[src/rtl/tic_pkg.sv]
`default_nettype none
// ----------------------------------------------------------------------------
// tic_pkg
// Shared types and constants for the titration injection concentration block.
// ----------------------------------------------------------------------------
package tic_pkg;

    localparam int unsigned SHOT_W    = 24;
    localparam int unsigned WORD_W    = 32;
    localparam int unsigned CFG_IDX_W = 2;

    localparam logic [WORD_W-1:0] PROD_ONE = 32'h8000_0000;
    localparam logic [WORD_W-1:0] SAT32    = 32'hFFFF_FFFF;

    localparam logic [1:0] ST_OK     = 2'd0;
    localparam logic [1:0] ST_NOTCFG = 2'd1;
    localparam logic [1:0] ST_BAD    = 2'd2;

    localparam logic [CFG_IDX_W-1:0] REG_CELL_VOLUME  = 2'd0;
    localparam logic [CFG_IDX_W-1:0] REG_CELL_CONC    = 2'd1;
    localparam logic [CFG_IDX_W-1:0] REG_SYRINGE_CONC = 2'd2;
    localparam logic [CFG_IDX_W-1:0] REG_CONST_VOLUME = 2'd3;

    typedef struct packed {
        logic                  valid;
        logic [2*WORD_W-1:0]   dividend;
        logic [WORD_W-1:0]     divisor;
    } t_div_req;

    typedef struct packed {
        logic              done;
        logic [WORD_W-1:0] quotient;
    } t_div_rsp;

endpackage
`default_nettype wire

[src/rtl/tic_if.sv]
`default_nettype none
// ----------------------------------------------------------------------------
// tic_if
// Valid/ready channels: injection input, result output, register writes.
// ----------------------------------------------------------------------------
interface tic_in_if;
    logic                      valid;
    logic                      ready;
    logic [tic_pkg::SHOT_W-1:0] shot_volume;
    logic                      start_req;

    modport source(output valid, output shot_volume, output start_req, input ready);
    modport sink(input valid, input shot_volume, input start_req, output ready);
endinterface

interface tic_out_if;
    logic                       valid;
    logic                       ready;
    logic [tic_pkg::WORD_W-1:0] volume_out;
    logic [tic_pkg::WORD_W-1:0] host_concentration;
    logic [tic_pkg::WORD_W-1:0] guest_concentration;
    logic [1:0]                 status;
    logic                       corrupt_seen;

    modport source(output valid, output volume_out, output host_concentration,
                   output guest_concentration, output status, output corrupt_seen,
                   input ready);
    modport sink(input valid, input volume_out, input host_concentration,
                 input guest_concentration, input status, input corrupt_seen,
                 output ready);
endinterface

interface tic_cfg_if;
    logic                          valid;
    logic                          ready;
    logic [tic_pkg::CFG_IDX_W-1:0] index;
    logic [tic_pkg::WORD_W-1:0]    data;

    modport source(output valid, output index, output data, input ready);
    modport sink(input valid, input index, input data, output ready);
endinterface
`default_nettype wire

[src/rtl/tic_div.sv]
`default_nettype none
// ----------------------------------------------------------------------------
// tic_div
// Restoring 64/32 divider, one quotient bit per cycle. Caller guarantees the
// upper dividend word is below the divisor, so the quotient fits 32 bits.
// ----------------------------------------------------------------------------
module tic_div (
    input  wire logic              i_clk,
    input  wire logic              i_rst_n,
    input  wire tic_pkg::t_div_req i_req,
    output tic_pkg::t_div_rsp      o_rsp
);

    localparam int unsigned W = tic_pkg::WORD_W;

    logic         r_busy;
    logic         r_done;
    logic [4:0]   r_cnt;
    logic [W-1:0] r_rem;
    logic [W-1:0] r_lo;
    logic [W-1:0] r_den;

    logic [W+1:0] trial;
    logic         ge;

    assign trial = {1'b0, r_rem, r_lo[W-1]} - {2'b00, r_den};
    assign ge    = ~trial[W+1];

    always_ff @(posedge i_clk) begin
        if (!i_rst_n) begin
            r_busy <= 1'b0;
            r_done <= 1'b0;
            r_cnt  <= '0;
        end else begin
            r_done <= 1'b0;
            if (i_req.valid) begin
                r_busy <= 1'b1;
                r_cnt  <= 5'd31;
            end else if (r_busy) begin
                r_cnt <= r_cnt - 5'd1;
                if (r_cnt == 5'd0) begin
                    r_busy <= 1'b0;
                    r_done <= 1'b1;
                end
            end
        end
    end

    always_ff @(posedge i_clk) begin
        if (i_req.valid) begin
            r_rem <= i_req.dividend[2*W-1:W];
            r_lo  <= i_req.dividend[W-1:0];
            r_den <= i_req.divisor;
        end else if (r_busy) begin
            r_rem <= ge ? trial[W-1:0] : {r_rem[W-2:0], r_lo[W-1]};
            r_lo  <= {r_lo[W-2:0], ge};
        end
    end

    assign o_rsp.done     = r_done;
    assign o_rsp.quotient = r_lo;

endmodule
`default_nettype wire

[src/rtl/titration_injection_concentrations.sv]
`default_nettype none
// ----------------------------------------------------------------------------
// titration_injection_concentrations
// Per-injection cell volume and host/guest totals for a titration cell, with
// constant-volume (overflow) and growing-volume dilution models.
// ----------------------------------------------------------------------------
//  channel  dir  port   beat
//  -------  ---  -----  ----------------------------------------------------
//  input    in   i_in   shot_volume, start_req
//  result   out  o_out  volume_out, host/guest_concentration, status, corrupt
//  config   in   i_cfg  index, data (always ready)
//
//  Work per beat falls on the shared divider (one pass for the factor, skipped
//  for an oversize shot; two more passes when the volume grows) and on the
//  single shared 32x32 multiplier; an unconfigured beat uses neither.
//  Synchronous active-low reset clears settings, running state and output valid
//  and selects constant-volume mode; result data registers are not reset.
//  A finished result sits in the output register; a new beat is taken meanwhile.
//  The next result then holds in S_FIN until the output register drains.
module titration_injection_concentrations (
    input  wire logic  i_clk,
    input  wire logic  i_rst_n,
    tic_in_if.sink     i_in,
    tic_out_if.source  o_out,
    tic_cfg_if.sink    i_cfg
);

    localparam int unsigned W = tic_pkg::WORD_W;

    typedef enum logic [3:0] {
        S_IDLE, S_CHECK, S_WFAC, S_SUM, S_MP, S_MDH, S_UPD, S_MG, S_GC,
        S_VC, S_DH, S_WH, S_MGS, S_DG, S_WG, S_FIN
    } t_state;

    t_state r_state;

    logic [W-1:0] r_v0, r_c0, r_cs;
    logic         r_cv;

    logic [tic_pkg::SHOT_W-1:0] r_shot;
    logic [W-1:0] r_inj, r_p, r_dh, r_fac, r_vc;
    logic         r_corrupt;
    logic [W-1:0] r_vol, r_host, r_guest;
    logic [1:0]   r_stat;

    logic         r_out_valid;
    logic [W-1:0] r_o_vol, r_o_host, r_o_guest;
    logic [1:0]   r_o_stat;
    logic         r_o_corrupt;

    logic [2*W-1:0] r_prod;
    logic [W-1:0]   mul_a, mul_b;
    logic [2*W-1:0] mul_p;

    tic_pkg::t_div_req div_req;
    tic_pkg::t_div_rsp div_rsp;

    logic           in_acc;
    logic           not_cfg;
    logic           oversize;
    logic [W-1:0]   v_left;
    logic [W:0]     n_inj;
    logic [W:0]     n_vc;
    logic           out_free;

    assign in_acc   = i_in.valid & i_in.ready;
    assign not_cfg  = (r_v0 == '0) | (r_c0 == '0) | (r_cs == '0);
    assign oversize = {8'd0, r_shot} > r_v0;
    assign v_left   = r_v0 - {8'd0, r_shot};
    assign n_inj    = {1'b0, r_inj} + {9'd0, r_shot};
    assign n_vc     = {1'b0, r_v0} + {1'b0, r_inj};
    assign out_free = ~r_out_valid | o_out.ready;

    assign i_in.ready  = (r_state == S_IDLE);
    assign i_cfg.ready = 1'b1;

    always_comb begin
        mul_a = '0;
        mul_b = '0;
        case (r_state)
            S_MP: begin
                mul_a = r_p;
                mul_b = r_fac;
            end
            S_MDH: begin
                mul_a = r_dh;
                mul_b = r_fac;
            end
            S_MG: begin
                mul_a = r_cs;
                mul_b = tic_pkg::PROD_ONE - r_p;
            end
            S_VC: begin
                mul_a = r_c0;
                mul_b = r_v0;
            end
            S_MGS: begin
                mul_a = r_cs;
                mul_b = r_inj;
            end
            default: begin
                mul_a = '0;
                mul_b = '0;
            end
        endcase
    end

    assign mul_p = 64'(mul_a) * 64'(mul_b);

    always_comb begin
        div_req.valid    = 1'b0;
        div_req.dividend = r_prod;
        div_req.divisor  = r_vc;
        case (r_state)
            S_CHECK: begin
                div_req.valid    = ~not_cfg & ~oversize;
                div_req.dividend = {1'b0, v_left, 31'd0};
                div_req.divisor  = r_v0;
            end
            S_DH, S_DG: begin
                div_req.valid = 1'b1;
            end
            default: begin
                div_req.valid = 1'b0;
            end
        endcase
    end

    tic_div u_div (
        .i_clk   (i_clk),
        .i_rst_n (i_rst_n),
        .i_req   (div_req),
        .o_rsp   (div_rsp)
    );

    always_ff @(posedge i_clk) begin
        r_prod <= mul_p;
    end

    always_ff @(posedge i_clk) begin
        if (!i_rst_n) begin
            r_state     <= S_IDLE;
            r_v0        <= '0;
            r_c0        <= '0;
            r_cs        <= '0;
            r_cv        <= 1'b1;
            r_inj       <= '0;
            r_p         <= tic_pkg::PROD_ONE;
            r_dh        <= '0;
            r_corrupt   <= 1'b0;
            r_out_valid <= 1'b0;
        end else begin
            if (i_cfg.valid) begin
                case (i_cfg.index)
                    tic_pkg::REG_CELL_VOLUME:  r_v0 <= i_cfg.data;
                    tic_pkg::REG_CELL_CONC:    r_c0 <= i_cfg.data;
                    tic_pkg::REG_SYRINGE_CONC: r_cs <= i_cfg.data;
                    tic_pkg::REG_CONST_VOLUME: r_cv <= i_cfg.data[0];
                    default:                   r_cv <= r_cv;
                endcase
            end

            if (r_out_valid && o_out.ready && r_state != S_FIN) begin
                r_out_valid <= 1'b0;
            end

            case (r_state)
                S_IDLE: begin
                    if (in_acc) begin
                        r_shot <= i_in.shot_volume;
                        if (i_in.start_req) begin
                            r_inj     <= '0;
                            r_p       <= tic_pkg::PROD_ONE;
                            r_dh      <= r_c0;
                            r_corrupt <= 1'b0;
                        end
                        r_state <= S_CHECK;
                    end
                end
                S_CHECK: begin
                    if (not_cfg) begin
                        r_vol   <= '0;
                        r_host  <= '0;
                        r_guest <= '0;
                        r_stat  <= tic_pkg::ST_NOTCFG;
                        r_state <= S_FIN;
                    end else if (oversize) begin
                        r_fac   <= '0;
                        r_stat  <= tic_pkg::ST_BAD;
                        r_state <= S_SUM;
                    end else begin
                        r_stat  <= tic_pkg::ST_OK;
                        r_state <= S_WFAC;
                    end
                end
                S_WFAC: begin
                    if (div_rsp.done) begin
                        r_fac   <= div_rsp.quotient;
                        r_state <= S_SUM;
                    end
                end
                S_SUM: begin
                    if (n_inj[W]) begin
                        r_inj  <= tic_pkg::SAT32;
                        r_stat <= tic_pkg::ST_BAD;
                    end else begin
                        r_inj <= n_inj[W-1:0];
                    end
                    r_state <= S_MP;
                end
                S_MP: begin
                    r_state <= S_MDH;
                end
                S_MDH: begin
                    r_p     <= r_prod[2*W-2:W-1];
                    r_state <= S_UPD;
                end
                S_UPD: begin
                    r_dh    <= r_prod[2*W-2:W-1];
                    r_state <= r_cv ? S_MG : S_VC;
                end
                S_MG: begin
                    r_state <= S_GC;
                end
                S_GC: begin
                    r_vol   <= r_v0;
                    r_host  <= r_dh;
                    r_guest <= r_prod[2*W-2:W-1];
                    r_state <= S_FIN;
                end
                S_VC: begin
                    if (n_vc[W]) begin
                        r_vc   <= tic_pkg::SAT32;
                        r_vol  <= tic_pkg::SAT32;
                        r_stat <= tic_pkg::ST_BAD;
                    end else begin
                        r_vc  <= n_vc[W-1:0];
                        r_vol <= n_vc[W-1:0];
                    end
                    r_state <= S_DH;
                end
                S_DH: begin
                    r_state <= S_WH;
                end
                S_WH: begin
                    if (div_rsp.done) begin
                        r_host  <= div_rsp.quotient;
                        r_state <= S_MGS;
                    end
                end
                S_MGS: begin
                    r_state <= S_DG;
                end
                S_DG: begin
                    r_state <= S_WG;
                end
                S_WG: begin
                    if (div_rsp.done) begin
                        r_guest <= div_rsp.quotient;
                        r_state <= S_FIN;
                    end
                end
                S_FIN: begin
                    if (out_free) begin
                        r_out_valid <= 1'b1;
                        r_o_vol     <= r_vol;
                        r_o_host    <= r_host;
                        r_o_guest   <= r_guest;
                        r_o_stat    <= r_stat;
                        r_o_corrupt <= r_corrupt | (r_stat == tic_pkg::ST_BAD);
                        r_corrupt   <= r_corrupt | (r_stat == tic_pkg::ST_BAD);
                        r_state     <= S_IDLE;
                    end
                end
                default: begin
                    r_state <= S_IDLE;
                end
            endcase
        end
    end

    assign o_out.valid               = r_out_valid;
    assign o_out.volume_out          = r_o_vol;
    assign o_out.host_concentration  = r_o_host;
    assign o_out.guest_concentration = r_o_guest;
    assign o_out.status              = r_o_stat;
    assign o_out.corrupt_seen        = r_o_corrupt;

`ifndef SYNTH
    a_prod_le_one: assert property (@(posedge i_clk) disable iff (!i_rst_n)
        r_p <= tic_pkg::PROD_ONE)
        else $error("dilution product above one");

    a_div_done_waited: assert property (@(posedge i_clk) disable iff (!i_rst_n)
        div_rsp.done |-> (r_state == S_WFAC || r_state == S_WH || r_state == S_WG))
        else $error("divider finished outside a wait state");

    a_corrupt_sticky: assert property (@(posedge i_clk) disable iff (!i_rst_n)
        r_corrupt && !(in_acc && i_in.start_req) |=> r_corrupt)
        else $error("corrupt flag dropped without start");

    a_bad_flags: assert property (@(posedge i_clk) disable iff (!i_rst_n)
        o_out.valid && o_out.status == tic_pkg::ST_BAD |-> o_out.corrupt_seen)
        else $error("bad status without corrupt flag");
`endif

endmodule
`default_nettype wire
[src/flat_wrapper.sv]
// flat-port wrapper written by rule: the top's interface ports become plain ports
module titration_injection_concentrations_flat 
  (i_clk, i_rst_n, i_in_valid, i_in_shot_volume, i_in_start_req, i_in_ready, o_out_valid, o_out_volume_out, o_out_host_concentration, o_out_guest_concentration, o_out_status, o_out_corrupt_seen, o_out_ready, i_cfg_valid, i_cfg_index, i_cfg_data, i_cfg_ready);
  tic_in_if i_in_i ();
  tic_out_if o_out_i ();
  tic_cfg_if i_cfg_i ();
  input  wire logic i_clk;
  input  wire logic i_rst_n;
  input wire logic [$bits(i_in_i.valid)-1:0] i_in_valid;
  input wire logic [$bits(i_in_i.shot_volume)-1:0] i_in_shot_volume;
  input wire logic [$bits(i_in_i.start_req)-1:0] i_in_start_req;
  output wire logic [$bits(i_in_i.ready)-1:0] i_in_ready;
  output wire logic [$bits(o_out_i.valid)-1:0] o_out_valid;
  output wire logic [$bits(o_out_i.volume_out)-1:0] o_out_volume_out;
  output wire logic [$bits(o_out_i.host_concentration)-1:0] o_out_host_concentration;
  output wire logic [$bits(o_out_i.guest_concentration)-1:0] o_out_guest_concentration;
  output wire logic [$bits(o_out_i.status)-1:0] o_out_status;
  output wire logic [$bits(o_out_i.corrupt_seen)-1:0] o_out_corrupt_seen;
  input wire logic [$bits(o_out_i.ready)-1:0] o_out_ready;
  input wire logic [$bits(i_cfg_i.valid)-1:0] i_cfg_valid;
  input wire logic [$bits(i_cfg_i.index)-1:0] i_cfg_index;
  input wire logic [$bits(i_cfg_i.data)-1:0] i_cfg_data;
  output wire logic [$bits(i_cfg_i.ready)-1:0] i_cfg_ready;
  assign i_in_i.valid = i_in_valid;
  assign i_in_i.shot_volume = i_in_shot_volume;
  assign i_in_i.start_req = i_in_start_req;
  assign i_in_ready = i_in_i.ready;
  assign o_out_valid = o_out_i.valid;
  assign o_out_volume_out = o_out_i.volume_out;
  assign o_out_host_concentration = o_out_i.host_concentration;
  assign o_out_guest_concentration = o_out_i.guest_concentration;
  assign o_out_status = o_out_i.status;
  assign o_out_corrupt_seen = o_out_i.corrupt_seen;
  assign o_out_i.ready = o_out_ready;
  assign i_cfg_i.valid = i_cfg_valid;
  assign i_cfg_i.index = i_cfg_index;
  assign i_cfg_i.data = i_cfg_data;
  assign i_cfg_ready = i_cfg_i.ready;
  titration_injection_concentrations u_core (.i_clk(i_clk), .i_rst_n(i_rst_n), .i_in(i_in_i), .o_out(o_out_i), .i_cfg(i_cfg_i));
endmodule
[config.mk]
export PLATFORM = sky130hd
export DESIGN_NAME = titration_injection_concentrations_flat
export DESIGN_NICKNAME = d
export VERILOG_FILES = /design/src/rtl/tic_pkg.sv /design/src/rtl/tic_if.sv /design/src/rtl/tic_div.sv /design/src/rtl/titration_injection_concentrations.sv /design/src/flat_wrapper.sv
export SDC_FILE = /design/constraint.sdc
export NUM_CORES = 2
export LEC_CHECK = 0
export BUFFER_PORTS_ARGS = -buffer_cell sky130_fd_sc_hd__buf_2
export CELL_PAD_IN_SITES_DETAIL_PLACEMENT = 1
export CELL_PAD_IN_SITES_GLOBAL_PLACEMENT = 1
export CORE_ASPECT_RATIO = 0.9
export CORE_MARGIN = 4
export CORE_UTILIZATION = 32
export DETAILED_ROUTE_END_ITERATION = 10
export PLACE_DENSITY = 0.56
export SLEW_MARGIN = 20
export SYNTH_ARGS = -nofsm -noshare
export SYNTH_HDL_FRONTEND = slang
export SYNTH_SLANG_ARGS = --single-unit
[constraint.sdc]
create_clock -name i_clk -period 9.9 [get_ports i_clk]
set_input_delay 1.98 -clock i_clk [delete_from_list [all_inputs] [get_ports i_clk]]
set_output_delay 1.98 -clock i_clk [all_outputs]
set_load 0.01 [all_outputs]
# [Word level (Yosys, flattened, before mapping)]
# Index checks and enable logic that the tools add are counted.
[word_totals] register_bits=651 latch_bits=0 ramBits=0 romBits=0 out_inout_bits=102 wordCells=174 n_memories=0
[op_classes] add_sub_neg=6 n_mul=1 div=0 magnitude_cmp=1 eq_ne=31 n_shift=0 muxes=55 bitwise_logic=12 reduce_logical=39
[op_table] cell="32-bit 2-to-1 mux" count=17
[op_table] cell="32-bit case mux with 3 select lines" count=3
[op_table] cell="32-bit case mux with 2 select lines" count=4
[op_table] cell="32-bit case mux with 4 select lines" count=2
[op_table] cell="32-bit zero test" count=3
[op_table] cell="96-bit 2-to-1 mux" count=1
[op_table] cell="32-bit by 32-bit multiplier with 64-bit output" count=1
[op_table] cell="4-bit case mux with 16 select lines" count=1
[op_table] cell="33-bit by 32-bit subtractor with 34-bit output" count=1
[op_table] cell="32-bit by 24-bit adder with 33-bit output" count=1
[op_table] cell="32-bit by 32-bit adder with 33-bit output" count=1
[op_table] cell="4-bit == test, second input constant" count=8
[op_table] cell="24-bit by 32-bit greater-than comparator with 1-bit output" count=1
[op_table] cell="32-bit by 24-bit subtractor with 32-bit output" count=1
[op_table] cell="32-bit subtractor, first input constant" count=1
[op_table] cell="4-bit 2-to-1 mux" count=7
[op_table] cell="3-bit AND reduction" count=6
[op_table] cell="4-bit by 3-bit == test with 1-bit output, second input constant" count=4
[op_table] cell="4-bit AND reduction" count=4
[op_table] cell="2-bit inequality test, second input constant" count=6
[op_table] cell="2-bit nonzero test" count=6
[op_table] cell="3-bit nonzero test" count=4
[op_table] cell="1-bit 2-to-1 mux" count=11
[op_table] cell="5-bit 2-to-1 mux" count=2
[op_table] cell="21 further kinds" count=49

# [Logic depth before layout (Yosys ltp)]
[depth] depth_word=7 ltp_mapped=38 depth_no_buf=34

# [Cells and area by module]
# Synthesis repeated with hierarchy kept, for this count alone.
[hier_totals] cells_unflattened=7064 hier_area_um2=65535.4
[modules_own_cells] module="titration_injection_concentrations" instances=1 cells_per_inst=6541 area_each_um2=59305.6 seq_area_each_um2=13823.3
[modules_own_cells] module="tic_div" instances=1 cells_per_inst=523 area_each_um2=6229.7 seq_area_each_um2=3022.9

# [Worst setup path before layout]
# OpenSTA, ideal clock, no wires.
[synth_timing] path_kind="reg-to-reg" start="register u_core.r_state[0]" end="register u_core.r_prod[56]" setup_time_ps=120 arrival_time_ps=8676 required_time_ps=9780 path_slack_ps=1104 stages_incl_launch_ff=36 synth_period_minus_slack_ps=8796 path_cell_list="dfxtp_1 -> buf_2 -> clkinv_1 -> nor2_1 -> nand3_1 -> o21ai_1 -> clkbuf_1 -> clkbuf_1 -> nand2_1 -> nand2_1 -> clkbuf_1 -> nand2_1 -> fa_1 -> inv_1 -> fa_1 -> inv_1 -> fa_1 -> fa_1 -> inv_1 -> fa_1 -> inv_1 -> fa_1 -> inv_1 -> fa_1 -> fa_1 -> ha_1 -> a21oi_1 -> o211ai_1 -> a31oi_1 -> nor2_1 -> a211oi_2 -> o211ai_1 -> a311o_1 -> a21oi_1 -> o21ai_0 -> xnor2_1"
[synth_between] elab_chain_cells=4
[synth_lines] element="start, declared" line="titration_injection_concentrations.sv:35" text="t_state r_state;"
[synth_lines] element="start signal, assigned" line="titration_injection_concentrations.sv:220" text="r_state <= r_cv ? S_MG : S_VC;"
[synth_lines] element="4-bit by 3-bit == test with 1-bit output or 4-bit == test (tied branches)" line="titration_injection_concentrations.sv:80" text="case (r_state)"
[synth_lines] element="2-bit OR reduction (no source line)"
[synth_lines] element="32-bit case mux with 4 select lines" line="titration_injection_concentrations.sv:80"
[synth_lines] element="32-bit by 32-bit multiplier with 64-bit output *" line="titration_injection_concentrations.sv:108" text="assign mul_p = 64'(mul_a) * 64'(mul_b);"
[synth_lines] element="named net u_core.mul_p[56]" line="titration_injection_concentrations.sv:53" text="logic [2*W-1:0] mul_p;"
[synth_lines] element="end signal, assigned" line="titration_injection_concentrations.sv:137" text="r_prod <= mul_p;"
[synth_lines] element="end, declared" line="titration_injection_concentrations.sv:51" text="logic [2*W-1:0] r_prod;"
# The timed path passes the listed nets; every way through them passes the cells marked *.
# A chain may end at the register's enable or synchronous reset.

# [Worst setup path after layout]
[layout_timing] start="register u_core.r_state[1]" end="register u_core.r_prod[57]"
# Same word-level chain as after synthesis.

==> qor.csv <==
metric,value,unit
crit_top_cell,fa_1,
largest_reg_flops,64,
required,10520,ps
antenna_found_initial,26,
yosys_warnings,0,
critPathKind,flop to flop,
synth_top_area_share,0.281,
h-tree-depth,3,
syn-instance-count,6996,
drtAntennaViolNets,0,
yosysSeqAreaShare,0.263,
drcViolationCount,0,
fillers,22800,
crit_buf_inv,6,
finalSetupViolations,0,
slowest_stage,a222oi_1,
critPathCaptureType,flop,
status,"finished, final reports clean",
max-cap-violations,0,
hold_end,u_core.o_out.host_concentration[18]$_DFFE_PP_,
cts_made_buffers,72,
wirelength,268,mm
power_density,150,nW/µm²
final_cell_mix,"nand2_1, inv_1, fa_1, nor2_1, edfxtp_1",
tightest_slew,1170,ps
dp.cells,9731,
drt-pass1-iter-count,10,
hold_viol,0,
design_area,72100,µm²
drive_above_1_share,0.0968,
grt_pass1_vias,55200,
clock_latency,690,ps
die_area,207000,µm²
synthFlopType,edfxtp_1,
regMostFlops,u_core.r_prod,
finalMaxSlewViolations,0,
synth_nets,8338,
grt_max_degree,85,
dieHeight,432,µm
hold_start,u_core.r_host[18]$_DFFE_PP_,
grt_pass1_wl,390,mm
slew_headroom,0.221,
crit_family,adder cells,
fin_util,0.363,
r2r-end,u_core.r_prod[57]$_DFF_P_,
avgViaCountPerCell,5.31,
start_util,0.322,
synth.area.top_cells,"fa_1, edfxtp_1, dfxtp_1, ha_1, nand2_1",
path_depth,31,
final_common_cell,nand2_1,
clk_path_buf_depth,3,
max_freq,0.104,GHz
finClkSkew,34.9,ps
synth_cell_types,89,
finalCriticalPeriod,9600,ps
setup_tns,0,ps
nets,8482,
arrival,10210,ps
r2r_start,u_core.r_state[1]$_SDFFE_PN0P_,
io_buffers,164,
rows,155,
critPathLaunchType,flop,
worst-r2r-setup-slack,300,ps
track_usage,0.257,
grt_setup_unrepaired,false,
netlist_area,64100,µm²
avgSynthCellArea,9.16,µm²
clock-sinks,651,
drt_iter0_markers,4519,
reg2reg_depth,31,
coreArea,199000,µm²
cts_tree,done,
synth-seq-cells,651,
postPlaceCellArea,69300,µm²
postCtsHoldBufs,0,
final-instance-count-excl-fill,9874,
ir_drop,0.000124,V
vias,52500,
post-route-period-util,0.969,
hp-class,flop to flop,
synth-async-reset-ratio,0,
area_growth,12.6,%
path_clk_slew,70,ps
boundaryPins,166,
gp_congestion,0.944,
post_drt_wl_per_cell,27.1,µm
netlist.top_cell.by_area,fa_1,
dp_hpwl,217,mm
power,10800,µW
die_x,480,µm
synth_edf_count,381,
crit_fanout,28,
leakage,0.0323,µW
hold_depth,0,
cts-root-buf,clkbuf_16,
grt_overflow,0,
cp_slowest_stage_delay,970,ps
[synth_stat cells (all sizes together), types with 59 or more instances]
cell type	n
a222oi	62
a21o	89
nand2	1199
nor2	640
a21oi	367
nand3	108
ha	378
a22o	65
o21ai	175
buf	65
dfxtp	270
inv	1048
xnor2	114
and2	107
fa	900
edfxtp	381
xor2	81
a211oi	70
a31oi	59
clkbuf	329
[area by class of cell]
class	instances	area, µm²	share of cell area
multi-input cells	4903	42100	0.583
well taps	2669	3340	0.0463
clock buffers	94	2020	0.0280
inverters	1049	3950	0.0547
flip-flops and latches	651	16800	0.234
diodes	5	12.5	0.000174
clock inverters	40	644	0.00894
repair buffers	463	3250	0.0450
[per-layer routing]
layer  up-vias  track usage  wire length [µm]
met3       291       0.0379             16700
met1     27700        0.369            123000
met2      1593        0.407            121000
met4         4       0.0617              7170
li1      22900            -                 -
met5         -            0                25
[power by group]
part | total, µW | internal, µW | leakage (µW) | switching [µW]
registers | 4020 | 3530 | 0.00570 | 492
logic | 3730 | 1170 | 0.0253 | 2560
clock network | 3050 | 1780 | 0.00130 | 1260
[kinds of logic after synthesis]
family | count (synthesis) | synth area share
flops | 651 | 0.263
fa+ha+maj | 1278 | 0.355
mux | 44 | 0.00691
buf+inv | 1443 | 0.0860
other cells | 1 | 0.0000585
compound gates | 1078 | 0.111
xor+xnor | 195 | 0.0267
simple gates | 2306 | 0.152
[timing repair]
action	4_1_cts	5_1_grt
setup endpoints to repair	0	15
gates resized for setup	0	33
buffers inserted	0	3
[stage by stage]
step | setup WS (ps) | hold slack [ps]
after floorplan | 1100 | 400
after global placement | 115 | 405
after detailed placement | 105 | 405
after CTS | 70.4 | 417
after global routing | 6.34 | 421
final | 304 | 416
[how the worst max path moves through the flow]
stage | startpoint | end | slack [ps]
floorplan | u_core.r_state[0]$_SDFFE_PN0P_ | u_core.r_prod[56]$_DFF_P_ | 1100
global placement | u_core.r_state[1]$_SDFFE_PN0P_ | u_core.r_prod[61]$_DFF_P_ | 120
detailed placement | u_core.r_state[3]$_SDFFE_PN0P_ | u_core.r_prod[61]$_DFF_P_ | 110
CTS | u_core.r_state[3]$_SDFFE_PN0P_ | u_core.r_prod[61]$_DFF_P_ | 70
global route | u_core.r_p[10]$_SDFFE_PN0P_ | u_core.r_prod[62]$_DFF_P_ | 6
finish | u_core.r_state[1]$_SDFFE_PN0P_ | u_core.r_prod[57]$_DFF_P_ | 300
(Power assumes the default switching activity.)
